`src/rtl/jbpg_pkg.sv`:
```
// Package for the jittered Bezier path generator: shared widths, constants,
// command codes and the controller/datapath command and status structs.
// No dependencies.
package jbpg_pkg;

  localparam int unsigned CFG_W   = 16;
  localparam int unsigned IDX_W   = 6;
  localparam int unsigned OFS_W   = 26;
  localparam int unsigned WGT_W   = 33;
  localparam int unsigned TOT_W   = 39;
  localparam int unsigned D3_W    = 36;
  localparam int unsigned MA_W    = 72;
  localparam int unsigned MB_W    = 64;
  localparam int unsigned REM_W   = 40;
  localparam int unsigned QUO_W   = 32;

  localparam int          BOX_MARGIN = 80 * 256;
  localparam logic [9:0]  MS_TO_US   = 10'd1000;

  localparam logic [63:0] SM_GAMMA = 64'h9E3779B97F4A7C15;
  localparam logic [63:0] SM_MIX1  = 64'hBF58476D1CE4E5B9;
  localparam logic [63:0] SM_MIX2  = 64'h94D049BB133111EB;

  localparam logic [CFG_W-1:0] MIN_MS_RST = 16'd100;
  localparam logic [CFG_W-1:0] MAX_MS_RST = 16'd300;

  localparam logic CFG_MIN_IDX = 1'b0;
  localparam logic CFG_MAX_IDX = 1'b1;

  localparam logic [4:0] OP_NOP  = 5'd0;
  localparam logic [4:0] OP_LOAD = 5'd1;
  localparam logic [4:0] OP_MIX0 = 5'd2;
  localparam logic [4:0] OP_MIX1 = 5'd3;
  localparam logic [4:0] OP_MIX2 = 5'd4;
  localparam logic [4:0] OP_SPAN = 5'd5;
  localparam logic [4:0] OP_CPW  = 5'd6;
  localparam logic [4:0] OP_DUR0 = 5'd7;
  localparam logic [4:0] OP_DUR1 = 5'd8;
  localparam logic [4:0] OP_WGT  = 5'd9;
  localparam logic [4:0] OP_DEN0 = 5'd10;
  localparam logic [4:0] OP_DEN1 = 5'd11;
  localparam logic [4:0] OP_DEN2 = 5'd12;
  localparam logic [4:0] OP_B0   = 5'd13;
  localparam logic [4:0] OP_B1   = 5'd14;
  localparam logic [4:0] OP_B2   = 5'd15;
  localparam logic [4:0] OP_B3   = 5'd16;
  localparam logic [4:0] OP_B4   = 5'd17;
  localparam logic [4:0] OP_B5   = 5'd18;
  localparam logic [4:0] OP_B6   = 5'd19;
  localparam logic [4:0] OP_SUM  = 5'd20;
  localparam logic [4:0] OP_DIVB = 5'd21;
  localparam logic [4:0] OP_PSTO = 5'd22;
  localparam logic [4:0] OP_OMUL = 5'd23;
  localparam logic [4:0] OP_ODIV = 5'd24;
  localparam logic [4:0] OP_OADD = 5'd25;
  localparam logic [4:0] OP_EMIT = 5'd26;

  typedef struct packed {
    logic [4:0] op;
    logic [1:0] sel;
    logic       axis;
  } cmd_t;

  typedef struct packed {
    logic idle;
    logic out_free;
    logic i_zero;
    logic i_last;
    logic j_last;
  } sts_t;

endpackage

```
`src/rtl/jbpg_ctrl.sv`:
```
// Controller: sequences draws, curve weights, divisions and point emission.
// Depends on jbpg_pkg; drives jbpg_datapath through cmd_t, reads sts_t.
module jbpg_ctrl (
  input  logic           clk_i,
  input  logic           rst_ni,
  input  logic           in_valid_i,
  output logic           in_ready_o,
  input  jbpg_pkg::sts_t sts_i,
  output jbpg_pkg::cmd_t cmd_o
);

  localparam logic [4:0] S_IDLE  = 5'd0;
  localparam logic [4:0] S_DRAW0 = 5'd1;
  localparam logic [4:0] S_DRAW1 = 5'd2;
  localparam logic [4:0] S_DRAW2 = 5'd3;
  localparam logic [4:0] S_SPAN  = 5'd4;
  localparam logic [4:0] S_CPW   = 5'd5;
  localparam logic [4:0] S_DUR0  = 5'd6;
  localparam logic [4:0] S_DUR1  = 5'd7;
  localparam logic [4:0] S_WGT   = 5'd8;
  localparam logic [4:0] S_DEN0  = 5'd9;
  localparam logic [4:0] S_DEN1  = 5'd10;
  localparam logic [4:0] S_DEN2  = 5'd11;
  localparam logic [4:0] S_PT    = 5'd12;
  localparam logic [4:0] S_B0    = 5'd13;
  localparam logic [4:0] S_B1    = 5'd14;
  localparam logic [4:0] S_B2    = 5'd15;
  localparam logic [4:0] S_B3    = 5'd16;
  localparam logic [4:0] S_B4    = 5'd17;
  localparam logic [4:0] S_B5    = 5'd18;
  localparam logic [4:0] S_B6    = 5'd19;
  localparam logic [4:0] S_SUM   = 5'd20;
  localparam logic [4:0] S_BDIV  = 5'd21;
  localparam logic [4:0] S_PSTO  = 5'd22;
  localparam logic [4:0] S_O0    = 5'd23;
  localparam logic [4:0] S_O1    = 5'd24;
  localparam logic [4:0] S_O2    = 5'd25;
  localparam logic [4:0] S_EMIT  = 5'd26;

  localparam logic [1:0] P_CP  = 2'd0;
  localparam logic [1:0] P_DUR = 2'd1;
  localparam logic [1:0] P_WGT = 2'd2;

  logic [4:0] state_q, state_d;
  logic [1:0] prp_q, prp_d, k_q, k_d;
  logic       axis_q, axis_d;

  always_comb begin
    state_d    = state_q;
    prp_d      = prp_q;
    k_d        = k_q;
    axis_d     = axis_q;
    cmd_o.op   = jbpg_pkg::OP_NOP;
    cmd_o.sel  = k_q;
    cmd_o.axis = axis_q;
    in_ready_o = 1'b0;
    case (state_q)
      S_IDLE: begin
        in_ready_o = 1'b1;
        if (in_valid_i) begin
          cmd_o.op = jbpg_pkg::OP_LOAD;
          prp_d    = P_CP;
          k_d      = 2'd0;
          state_d  = S_DRAW0;
        end
      end
      S_PT: begin
        k_d    = 2'd0;
        axis_d = 1'b0;
        if (sts_i.i_zero) begin
          state_d = S_EMIT;
        end else if (sts_i.i_last) begin
          state_d = S_O0;
        end else begin
          state_d = S_B0;
        end
      end
      default: begin
        if (sts_i.idle) begin
          case (state_q)
            S_DRAW0: begin cmd_o.op = jbpg_pkg::OP_MIX0; state_d = S_DRAW1; end
            S_DRAW1: begin cmd_o.op = jbpg_pkg::OP_MIX1; state_d = S_DRAW2; end
            S_DRAW2: begin
              cmd_o.op = jbpg_pkg::OP_MIX2;
              case (prp_q)
                P_CP:    state_d = S_SPAN;
                P_DUR:   state_d = S_DUR0;
                default: state_d = S_WGT;
              endcase
            end
            S_SPAN: begin cmd_o.op = jbpg_pkg::OP_SPAN; state_d = S_CPW; end
            S_CPW: begin
              cmd_o.op = jbpg_pkg::OP_CPW;
              k_d      = k_q + 2'd1;
              if (k_q == 2'd3) prp_d = P_DUR;
              state_d = S_DRAW0;
            end
            S_DUR0: begin cmd_o.op = jbpg_pkg::OP_DUR0; state_d = S_DUR1; end
            S_DUR1: begin
              cmd_o.op = jbpg_pkg::OP_DUR1;
              prp_d    = P_WGT;
              state_d  = S_DRAW0;
            end
            S_WGT: begin
              cmd_o.op = jbpg_pkg::OP_WGT;
              state_d  = sts_i.j_last ? S_DEN0 : S_DRAW0;
            end
            S_DEN0: begin cmd_o.op = jbpg_pkg::OP_DEN0; state_d = S_DEN1; end
            S_DEN1: begin cmd_o.op = jbpg_pkg::OP_DEN1; state_d = S_DEN2; end
            S_DEN2: begin cmd_o.op = jbpg_pkg::OP_DEN2; state_d = S_PT; end
            S_B0: begin cmd_o.op = jbpg_pkg::OP_B0; state_d = S_B1; end
            S_B1: begin cmd_o.op = jbpg_pkg::OP_B1; state_d = S_B2; end
            S_B2: begin cmd_o.op = jbpg_pkg::OP_B2; state_d = S_B3; end
            S_B3: begin cmd_o.op = jbpg_pkg::OP_B3; state_d = S_B4; end
            S_B4: begin cmd_o.op = jbpg_pkg::OP_B4; state_d = S_B5; end
            S_B5: begin cmd_o.op = jbpg_pkg::OP_B5; state_d = S_B6; end
            S_B6: begin cmd_o.op = jbpg_pkg::OP_B6; state_d = S_SUM; end
            S_SUM: begin
              cmd_o.op = jbpg_pkg::OP_SUM;
              k_d      = k_q + 2'd1;
              if (k_q == 2'd3) state_d = S_BDIV;
            end
            S_BDIV: begin cmd_o.op = jbpg_pkg::OP_DIVB; state_d = S_PSTO; end
            S_PSTO: begin
              cmd_o.op = jbpg_pkg::OP_PSTO;
              if (!axis_q) begin
                axis_d  = 1'b1;
                state_d = S_SUM;
              end else begin
                state_d = S_O0;
              end
            end
            S_O0: begin cmd_o.op = jbpg_pkg::OP_OMUL; state_d = S_O1; end
            S_O1: begin cmd_o.op = jbpg_pkg::OP_ODIV; state_d = S_O2; end
            S_O2: begin cmd_o.op = jbpg_pkg::OP_OADD; state_d = S_EMIT; end
            S_EMIT: begin
              if (sts_i.out_free) begin
                cmd_o.op = jbpg_pkg::OP_EMIT;
                state_d  = sts_i.i_last ? S_IDLE : S_PT;
              end
            end
            default: state_d = S_IDLE;
          endcase
        end
      end
    endcase
  end

  always_ff @(posedge clk_i or negedge rst_ni) begin
    if (!rst_ni) begin
      state_q <= S_IDLE;
      prp_q   <= P_CP;
      k_q     <= 2'd0;
      axis_q  <= 1'b0;
    end else begin
      state_q <= state_d;
      prp_q   <= prp_d;
      k_q     <= k_d;
      axis_q  <= axis_d;
    end
  end

  a_idle_units_free: assert property (@(posedge clk_i) disable iff (!rst_ni)
    (state_q == S_IDLE) |-> sts_i.idle) else $error("unit busy while idle");

endmodule

```
`config.mk`:
```
export PLATFORM = sky130hd
export DESIGN_NAME = jbpg_ctrl
export DESIGN_NICKNAME = d
export VERILOG_FILES = /design/src/rtl/jbpg_pkg.sv /design/src/rtl/jbpg_ctrl.sv
export SDC_FILE = /design/constraint.sdc
export NUM_CORES = 1
export LEC_CHECK = 0
export BUFFER_PORTS_ARGS = -buffer_cell sky130_fd_sc_hd__buf_4
export CAP_MARGIN = 20
export CORE_AREA = 2 2 75 59
export CTS_BUF_LIST = sky130_fd_sc_hd__clkbuf_4 sky130_fd_sc_hd__clkbuf_8 sky130_fd_sc_hd__clkbuf_16
export CTS_CLUSTER_SIZE = 28
export DETAILED_ROUTE_END_ITERATION = 7
export DIE_AREA = 0 0 77 61
export RECOVER_POWER = 50
export SETUP_SLACK_MARGIN = 0.15
export SKIP_CTS_REPAIR_TIMING = 1
export SYNTH_ARGS = -nofsm -noshare
export SYNTH_HDL_FRONTEND = slang
export SYNTH_SLANG_ARGS = --single-unit
```
`constraint.sdc`:
```
create_clock -name clk_i -period 1.9 [get_ports clk_i]
set_input_delay 0.095 -clock clk_i [delete_from_list [all_inputs] [get_ports clk_i]]
set_output_delay 0.095 -clock clk_i [all_outputs]
set_load 0.05 [all_outputs]
```
Word-level counts from Yosys, hierarchy flattened

Index checks and enable logic that the tools add are counted.

Output and inout port bits: 9
Input bits: 8
Logic and storage cells: 82
Register bits after elaboration: 10

Add/sub/neg operators: 1
Equal/unequal tests: 32
Reduce and logical (&&, ||, !) cells: 14
Multiplexer cells: 29
Bitwise logic cells: 2

Operators by type and width:

| operator           | number |
|---|---|
| $pmux 5 s25        | 1 |
| $pmux 5 s24        | 1 |
| $eq 5x5->1 const B | 11 |
| $eq 5x4->1 const B | 8 |
| $mux 5             | 8 |
| $eq 5x3->1 const B | 4 |
| $pmux 5 s2         | 2 |
| $mux 2             | 6 |
| $pmux 2 s2         | 3 |
| $eq 5x2->1 const B | 2 |
| $reduce_bool 3->1  | 3 |
| $mux 4             | 2 |
| $pmux 4 s2         | 1 |
| $reduce_and 3->1   | 2 |
| $reduce_bool 2->1  | 3 |
| $eq 5x1->1 const B | 1 |
| $logic_not 5->1    | 1 |
| $reduce_and 5->1   | 1 |
| $mux 1             | 4 |
| $ne 4x2->1 const B | 1 |
| $ne 4x4->1 const B | 1 |
| $reduce_and 4->1   | 1 |
| $reduce_or 2->1    | 2 |
| $ne 3x3->1 const B | 1 |
| other kinds (7)    | 8 |

Logic depth before layout (Yosys ltp)

Gate-level depths: netlist of the first run.

Depth after elaboration: 5
Mapped depth: 7
Gate-level depth less buffers: 6

Least setup slack after synthesis of the first run

OpenSTA, ideal clock, no wires.

Path type: flip-flop to output port
From: register state_q[0]
To: output cmd_o[4] (netlist bit)
Data arrival time: 1945 ps
Required time: 1805 ps
Buffers on the path: 2
Cell stages (with the launch flop): 7
Path slack: -140 ps
Cells stage by stage: dfrtp_1 buf_2 buf_2 or3b_2 a21oi_1 nor3_1 nor2_1

RTL lines:

| element                | line             | RTL |
|---|---|---|
| start, declared        | jbpg_ctrl.sv:44  | `logic [4:0] state_q, state_d;` |
| start signal, assigned | jbpg_ctrl.sv:156 | `state_q <= state_d;` |
| end, declared          | jbpg_ctrl.sv:9   | `output jbpg_pkg::cmd_t cmd_o` |

==> results of run 1 <==
[metal layers]
layer | vias up | track usage [%]
li1 | 615 | -
met1 | 594 | 20.93
met2 | 57 | 22.81
met3 | 0 | 2.530
met4 | 0 | 2.296
met5 | - | 0
[report_power, final]
group	switching (mW)	leakage [nW]	internal [mW]
clock	0.0811	0.0262	0.161
sequential	0.128	0.117	0.314
combinational	1.38	0.544	1.15
total	1.59	0.687	1.62
[registers in the layout, indices dropped and copies added (netlist names)]
signal / count
axis_q: 1
state_q: 5
prp_q: 2
k_q: 2
[worst max path at each step]
stage	end	slack, ns	cells after the start
2_1_floorplan	cmd_o[4]	0.08	6
3_3_place_gp	state_q[2]	0.1	6
3_5_place_dp	k_q[0]	0.1	5
4_1_cts	cmd_o[4]	-0.08	7
5_1_grt	cmd_o[4]	-0.03	5
6_report	cmd_o[4]	0.04	5
[synth_stat cells, types with 3 or more instances]
cell type  instances
dfrtp_1           10
nor2_1            12
nand2b_1           4
o21ai_0           12
inv_1              3
o22ai_1            5
nand2_1           19
nand4_1            3
nor3_1             6
buf_2              7
a21oi_1            7
a31oi_1            4
nand3b_1           4
[per-stage QoR]
stage / area (um^2) / TNS [ns] / util [%]
after detailed placement: 1404 / 0 / 35.51
after global routing: 1703 / -0.07291 / 43.07
final: 1703 / 0 / 43.07
after global placement: 1404 / 0 / 35.51
after floorplan: 1172 / 0 / -
after CTS: 1453 / -0.2215 / 36.74
[kinds of logic after synthesis]
group / count (synthesis)
AOI/OAI and AO/OA: 47
adders and majority gates: 1
buffers and inverters: 19
DFF: 10
muxes: 5
and+or+nand+nor: 65
[worst register-to-register path, cell delays in order (launching register included)]
cell     delay, ns
dfrtp_2       0.43
or2_4         0.28
o41ai_4       0.41
a31o_4        0.30
mux2_4        0.32
[layout make-up]
| cell class | instances | share of cell area [%] |
|---|---|---|
| Clock buffer | 4 | 2.866 |
| Inverter | 4 | 0.8817 |
| Multi-Input combinational cell | 118 | 52.76 |
| Sequential cell | 10 | 15.06 |
| Tap cell | 55 | 4.041 |
| Timing Repair Buffer | 45 | 24.39 |
==> results.toml, run 1 <==
[run_status]
status = "complete, no violations"

[global_routing]
grt_usage_pct = 14.34
grt_pass1_wl_um = 5395
antenna_found_initial = 0
first_global_vias = 1098
grt_start_max_net_pins = 27
grt.overflow.total = 0

[route]
drc = 0
wl_met2_um = 1668
drt-pass1-iter-count = 4
wirelength_um = 3602
top_layer = "met3"
vias_per_cell = 5.364
wl_per_cell_um = 15.26
met3_length_um = 276
drtAntennaViolNets = 0
dr_total_vias = 1266
m1WireLength_um = 1656
drtIter0Drc = 142

[setup_path]
critPathKind = "flip-flop to output pin"
rr_worst_depth = 4
startpoint_type = "flip-flop"
crit_chain = "or2_4 > o41ai_4 > o21bai_4 > nor2_2 > buf_6"
timing.rr.end = "state_q[1]"
endpoint_kind = "output pin"
cpPeakStageDelay_ns = 0.43
arrival_ns = 1.77
startpoint = "state_q[3]"
slowest_stage = "dfrtp_2"
worst-path-buf-inv = 1
path_delay_family = "compound AO/OA/AOI/OAI gates"
path_max_fanout = 4
critPathRequiredTime_ns = 1.80
r2r_start = "state_q[3]"
r2r_setup_slack_ns = 0.05

[cts]
cts_tree = "built"
cts_max_path_buffers = 2
cts_sinks = 10
htree_levels = 1
clkTransAtPathRegs_ns = 0.05
clockRootBuffer = "clkbuf_8"
cts_buffers = 3
insertion_delay_ns = 0.24

[worst_hold_path]
min_path_cells = 4
holdCritPathClass = "primary input to flip-flop"
hold_end = "state_q[0]"
min-delay-start = "sts_i[2]"

[logic_synthesis]
async_flop_share_pct = 100.0
netlist_area_um2 = 1152
synthXorXnorAreaFrac_pct = 0
synth-seq-cells = 10
synth_area_leaders = "dfrtp_1, nand2_1, o21ai_0"
synth_area_per_cell_um2 = 7.839
ys_warn_count = 0
synth_nets = 156
synth_top_family_by_area = "simple AND/OR/NAND/NOR gates"
synth-simple-area-share_pct = 31.70
synth_cell_types = 53
yosysTopAreaCell = "dfrtp_1"
yosys.area.top_type_share_pct = 21.72
syn-instance-count = 147
seq_area_frac_synth_pct = 21.72
synth_edf_count = 0
synthMuxAreaShare_pct = 4.995
synth_flop_cell = "dfrtp_1"
synth_compound_area_share_pct = 31.60
synthAdderAreaFrac_pct = 1.086

[sta]
whs_ns = 0.2298
fin_skew_ns = 0.006218
max_freq_mhz = 536.5
finalMaxSlewViolations = 0
hold_viol_final = 0
rsz0062_at_grt = "yes"
fin_crit_sh_pct = 98.11
maxSlewHeadroom_pct = 60.64
setup_slack_ns = 0.03590
fin_crit_ns = 1.864
worstMarginPinSlew_ns = 0.5929
setup_viol = 0

[die]
fp.dieW_um = 77
die_area_um2 = 4697
die_h_um = 61
coreArea_um2 = 3954
start_util_pct = 29.15
fp-row-count = 20
io_pins = 17

[pwr]
p_leak_nw = 0.6870
cellPowerDensity_nw_per_um2 = 1888
power_mw = 3.215
ir_worst_vdd_mv = 0.4775

[layout]
drive_gt1_share_pct = 44.75
nets = 191
mostFrequentLayoutCells = "buf_4, nand2_1, o21ai_0"
num_antenna_cells = 0
seqCellArea_um2 = 256.5
area_delta_synth_final_pct = 47.77
finalNonFillerCells = 236
multi_input_area_um2 = 898.4
fillers = 412
final_common_cell = "buf_4"

[placed_design]
post-dp-hpwl_um = 2415
gp_congestion = 0.8535
portBuffers = 16
dp.cells = 217
dpl_worst_slack_ns = 0.09637

[flow_run]
drv_cap = 0
(Power assumes the default switching activity.)
==> run 2, diff against run 1 <==
- ABC_AREA: unset -> 1
- CORE_AREA: 2 2 75 59 -> 2 2 74 58
- DIE_AREA: 0 0 77 61 -> 0 0 76 60
==> results.toml, run 2 <==
[sta]
fin_crit_ns = 1.821
worstMarginPinSlew_ns = 0.5963
tns_ns = 0
fin_skew_ns = 0.001934
rsz0062_at_grt = "yes"
max_freq_mhz = 549.1
setup_viol = 0
finalMaxSlewViolations = 0
maxSlewHeadroom_pct = 60.25
setup_slack_ns = 0.07871
hold_viol_final = 0
fin_crit_sh_pct = 95.86

[logic_synthesis]
synth_area_per_cell_um2 = 5.611
synth_nets = 207
synth_edf_count = 0
synth_top_family_by_area = "simple AND/OR/NAND/NOR gates"
syn-instance-count = 198
async_flop_share_pct = 100.0
synth_most_common_cell = "nand2_1"
yosys.area.top_type_share_pct = 22.52
seq_area_frac_synth_pct = 22.52
yosysTopAreaCell = "dfrtp_1"
synth_compound_area_share_pct = 12.73
synth_area_leaders = "dfrtp_1, nand2_1, nor2_1"
synth_flop_cell = "dfrtp_1"
ys_warn_count = 0
synthAdderAreaFrac_pct = 1.126
synth_cell_types = 28
synth_commonest_cells = "nand2_1, nor2_1, nand3_1"
synthMuxAreaShare_pct = 0
netlist_area_um2 = 1111
synth-simple-area-share_pct = 52.25
synth-seq-cells = 10
synthXorXnorAreaFrac_pct = 0

[setup_path]
worst-path-buf-inv = 3
critPathKind = "flip-flop to output pin"
path_delay_family = "buffers and inverters"
critPathRequiredTime_ns = 1.80
crit_chain = "buf_6 > nor2_4 > buf_4 > nand3_2 > nand2_1 > nor3_1 > a21oi_2 > buf_6"
rr_worst_depth = 10
cpPeakStageDelay_ns = 0.43
endpoint = "cmd_o[5]"
startpoint = "state_q[2]"
r2r_start = "state_q[2]"
startpoint_type = "flip-flop"
r2r_setup_slack_ns = 0.24
path_common_cell = "buf_6"
arrival_ns = 1.73
slowest_stage = "dfrtp_2"
timing.rr.end = "state_q[1]"
path_max_fanout = 6
crit_cells = 8
endpoint_kind = "output pin"

[global_routing]
grt.overflow.total = 0
grt_usage_pct = 16.50
first_global_vias = 1263
grt_pass1_wl_um = 5830
antenna_found_initial = 0
grt_start_max_net_pins = 11

[layout]
nets = 243
regMostFlops = "state_q"
fillers = 404
drive_gt1_share_pct = 34.48
finalNonFillerCells = 287
postLayoutCoreUtil_pct = 41.35
area_delta_synth_final_pct = 44.37
largest_reg_flops = 5
num_antenna_cells = 0
final_common_cell = "nand2_1"
reg.largest.list = "state_q x5, k_q x2, prp_q x2"
mostFrequentLayoutCells = "nand2_1, nor2_1, buf_4"

[route]
drtAntennaViolNets = 0
dr_total_vias = 1472
wl_met2_um = 1608
drc = 0
drtIter0Drc = 154
met3_length_um = 391
m1WireLength_um = 1825
wirelength_um = 3952
vias_per_cell = 5.129
top_layer = "met4"
wl_per_cell_um = 13.77
drt-pass1-iter-count = 5

[cts]
clockRootBuffer = "clkbuf_8"
cts_sinks = 10
cts_max_path_buffers = 2
htree_levels = 1
insertion_delay_ns = 0.24
clkTransAtPathRegs_ns = 0.05
cts_buffers = 3
cts_tree = "built"

[die]
coreArea_um2 = 3879
fp-row-count = 20
die_area_um2 = 4560
fp.dieW_um = 76
io_pins = 17
start_util_pct = 28.65
die_h_um = 60

[placed_design]
post-dp-hpwl_um = 2799
dp.cells = 270
gp_congestion = 0.9803
portBuffers = 16
dpl_worst_slack_ns = 0.1141

[pwr]
ir_worst_vdd_mv = 0.7365
p_leak_nw = 0.8026
cellPowerDensity_nw_per_um2 = 1747
power_mw = 2.802

[worst_hold_path]
holdCritPathClass = "primary input to flip-flop"

[flow_run]
drv_cap = 0

[run_status]
status = "complete, no violations"
run 2: how the worst min path moves through the flow:
stage | depth (start not counted) | end | startpoint | slack, ns
3_5_place_dp | 1 | k_q[0] | rst_ni | -0.06
4_1_cts | 1 | prp_q[0] | rst_ni | -0.32
2_1_floorplan | 0 | axis_q | rst_ni | -0.20
6_report | 5 | state_q[3] | sts_i[2] | 0.28
5_1_grt | 5 | state_q[3] | sts_i[2] | 0.33
3_3_place_gp | 1 | prp_q[0] | rst_ni | -0.06
run 2: routing by layer:
metal | global-route usage (%) | vias up
met4 | 5.195 | 0
met2 | 24.11 | 100
met3 | 5.136 | 17
met1 | 23.32 | 653
li1 | - | 702
met5 | 0 | -
run 2: layout make-up:
type	count	area (um^2)	share of cell area, %
Multi-Input combinational cell	159	850.8	53.04
Timing Repair Buffer	36	289.0	18.02
Sequential cell	10	256.5	15.99
Inverter	24	97.59	6.084
Tap cell	55	68.82	4.290
Clock buffer	3	41.29	2.574
run 2: kinds of logic after synthesis:
family                     Yosys count
and+or+nand+nor                    132
buffers and inverters               29
AOI/OAI and AO/OA                   26
DFF                                 10
adders and majority gates            1
run 2: worst reg2reg max path, cell delays in order, from the launching register on:
cell	delay, ns
dfrtp_2	0.43
buf_6	0.15
nor2_4	0.18
buf_4	0.16
nand3_2	0.12
nand2_2	0.12
nand3_4	0.11
nand2_4	0.10
inv_4	0.05
nor2_1	0.08
nor2_1	0.05
run 2: metrics by stage:
step,hold slack [ns],instance area [um^2]
2_1_floorplan,-0.2006,1126
3_3_place_gp,-0.06367,1326
3_5_place_dp,-0.06184,1326
4_1_cts,-0.3194,1368
5_1_grt,0.3322,1604
6_report,0.2777,1604
run 2: power breakdown:
part	switching [mW]	total (mW)	internal [mW]	leakage (nW)
registers	0.161	0.471	0.311	0.118
logic	1.35	2.10	0.755	0.663
clock network	0.0882	0.227	0.139	0.0216
==> run 3, diff against run 2 <==
- GPL_ROUTABILITY_DRIVEN: unset -> 0
- RECOVER_POWER: 50 -> 25
==> results.toml, run 3 (synthesis results as in run 2) <==
[run_status]
status = "complete, no violations"

[pwr]
p_sw_share_pct = 56.80
p_sw_mw = 1.597
comb_power_share_pct = 73.5
seq_power_share_pct = 16.6
cellPowerDensity_nw_per_um2 = 1770
ir_worst_vdd_mv = 0.6484
p_leak_nw = 0.7965
clockPowerShare_pct = 10.0
intPower_mw = 1.215

[cts]
clkTransAtPathRegs_ns = 0.06
cts_max_path_buffers = 2
clockRootBuffer = "clkbuf_8"
cts_sinks = 10
htree_levels = 1
cts_buffers = 3
cts_tree = "built"
insertion_delay_ns = 0.24

[sta]
maxSlewHeadroom_pct = 62.72
hold_viol_final = 0
worstMarginPinSlew_ns = 0.5593
fin_crit_sh_pct = 99.09
max_freq_mhz = 531.2
tns_ns = 0
fin_skew_ns = 0.005163
rsz0062_at_grt = "yes"
setup_slack_ns = 0.01734
setup_viol = 0
finalMaxSlewViolations = 0
fin_crit_ns = 1.883

[global_routing]
grt_pass1_wl_um = 5533
antenna_found_initial = 0
first_global_vias = 1153
grt.overflow.total = 0
grt_usage_pct = 15.24
grt_start_max_net_pins = 12

[layout]
largest_reg_flops = 5
reg.largest.list = "state_q x5, k_q x2, prp_q x2"
area_delta_synth_final_pct = 43.02
mostFrequentLayoutCells = "nand2_1, nor2_1, buf_4"
nets = 238
num_antenna_cells = 0
regMostFlops = "state_q"
final_common_cell = "nand2_1"
fin_area_um2 = 1589
postLayoutCoreUtil_pct = 40.97
drive_gt1_share_pct = 33.77

[setup_path]
endpoint = "cmd_o[4]"
endpoint_kind = "output pin"
r2r_start = "state_q[0]"
rr_worst_depth = 8
timing.rr.end = "state_q[4]"
r2r_setup_slack_ns = 0.16
critPathKind = "flip-flop to output pin"
path_max_fanout = 7
critPathRequiredTime_ns = 1.80
arrival_ns = 1.79
startpoint = "state_q[0]"
startpoint_type = "flip-flop"

[die]
die_area_um2 = 4560
coreArea_um2 = 3879
start_util_pct = 28.65
fp-row-count = 20
die_h_um = 60
fp.dieW_um = 76
io_pins = 17

[placed_design]
dpl_worst_slack_ns = 0.05139
portBuffers = 16
place_area_um2 = 1304
post-dp-hpwl_um = 2709

[route]
drt-pass1-iter-count = 5
vias_per_cell = 5.141
drc = 0
drtAntennaViolNets = 0
wl_per_cell_um = 13.60
dr_total_vias = 1455
wirelength_um = 3848
drtIter0Drc = 182

[worst_hold_path]
holdCritPathClass = "primary input to flip-flop"
min_path_cells = 5

[flow_run]
drv_cap = 0
[run 3: through the flow]
step                total power, mW  instances  hold slack [ns]
detailed placement            2.067        267         -0.06833
finish                        2.812        283           0.2688
global route                  3.005        283           0.2843
global placement              2.102        267         -0.06694
floorplan                     1.655        198          -0.2006
CTS                           2.352        271          -0.3259
[run 3: power groups by stage]
stage / combinational, mW / sequential, mW / clock [mW]
floorplan: 1.22 / 0.435 / 0
global placement: 1.67 / 0.436 / 0
detailed placement: 1.64 / 0.429 / 0
CTS: 1.65 / 0.428 / 0.278
global route: 2.24 / 0.474 / 0.293
finish: 2.07 / 0.466 / 0.280
[run 3: layout make-up]
| cell class | count | area (um^2) |
|---|---|---|
| clock buffers | 4 | 55.05 |
| fillers | 406 | 2290 |
| inverters | 24 | 102.6 |
| multi-input cells | 159 | 855.8 |
| flip-flops and latches | 10 | 255.2 |
| well taps | 55 | 68.82 |
| repair buffers | 31 | 251.5 |
[run 3: how the worst min path moves through the flow]
stage | startpoint | end
2_1_floorplan | rst_ni | axis_q
3_3_place_gp | rst_ni | prp_q[1]
3_5_place_dp | rst_ni | prp_q[1]
4_1_cts | rst_ni | prp_q[1]
5_1_grt | sts_i[2] | state_q[2]
6_report | sts_i[2] | state_q[3]
[run 3: per-layer routing]
| metal | up-vias | global-route usage [%] | share of wire [%] |
|---|---|---|---|
| li1 | 693 | - | - |
| met4 | 0 | 2.338 | 2.9 |
| met1 | 646 | 22.73 | 44 |
| met3 | 14 | 3.172 | 10 |
| met5 | - | 0 | 0 |
| met2 | 102 | 23.09 | 43 |
[run 3: critical path, stage by stage (launching register included)]
cell and delay [ns]:
dfrtp_2 0.49, inv_4 0.08, nor2_2 0.19, nand2_1 0.17
a21o_1 0.22, nand4_1 0.07, nor2_1 0.06, nor2_2 0.09
buf_6 0.16
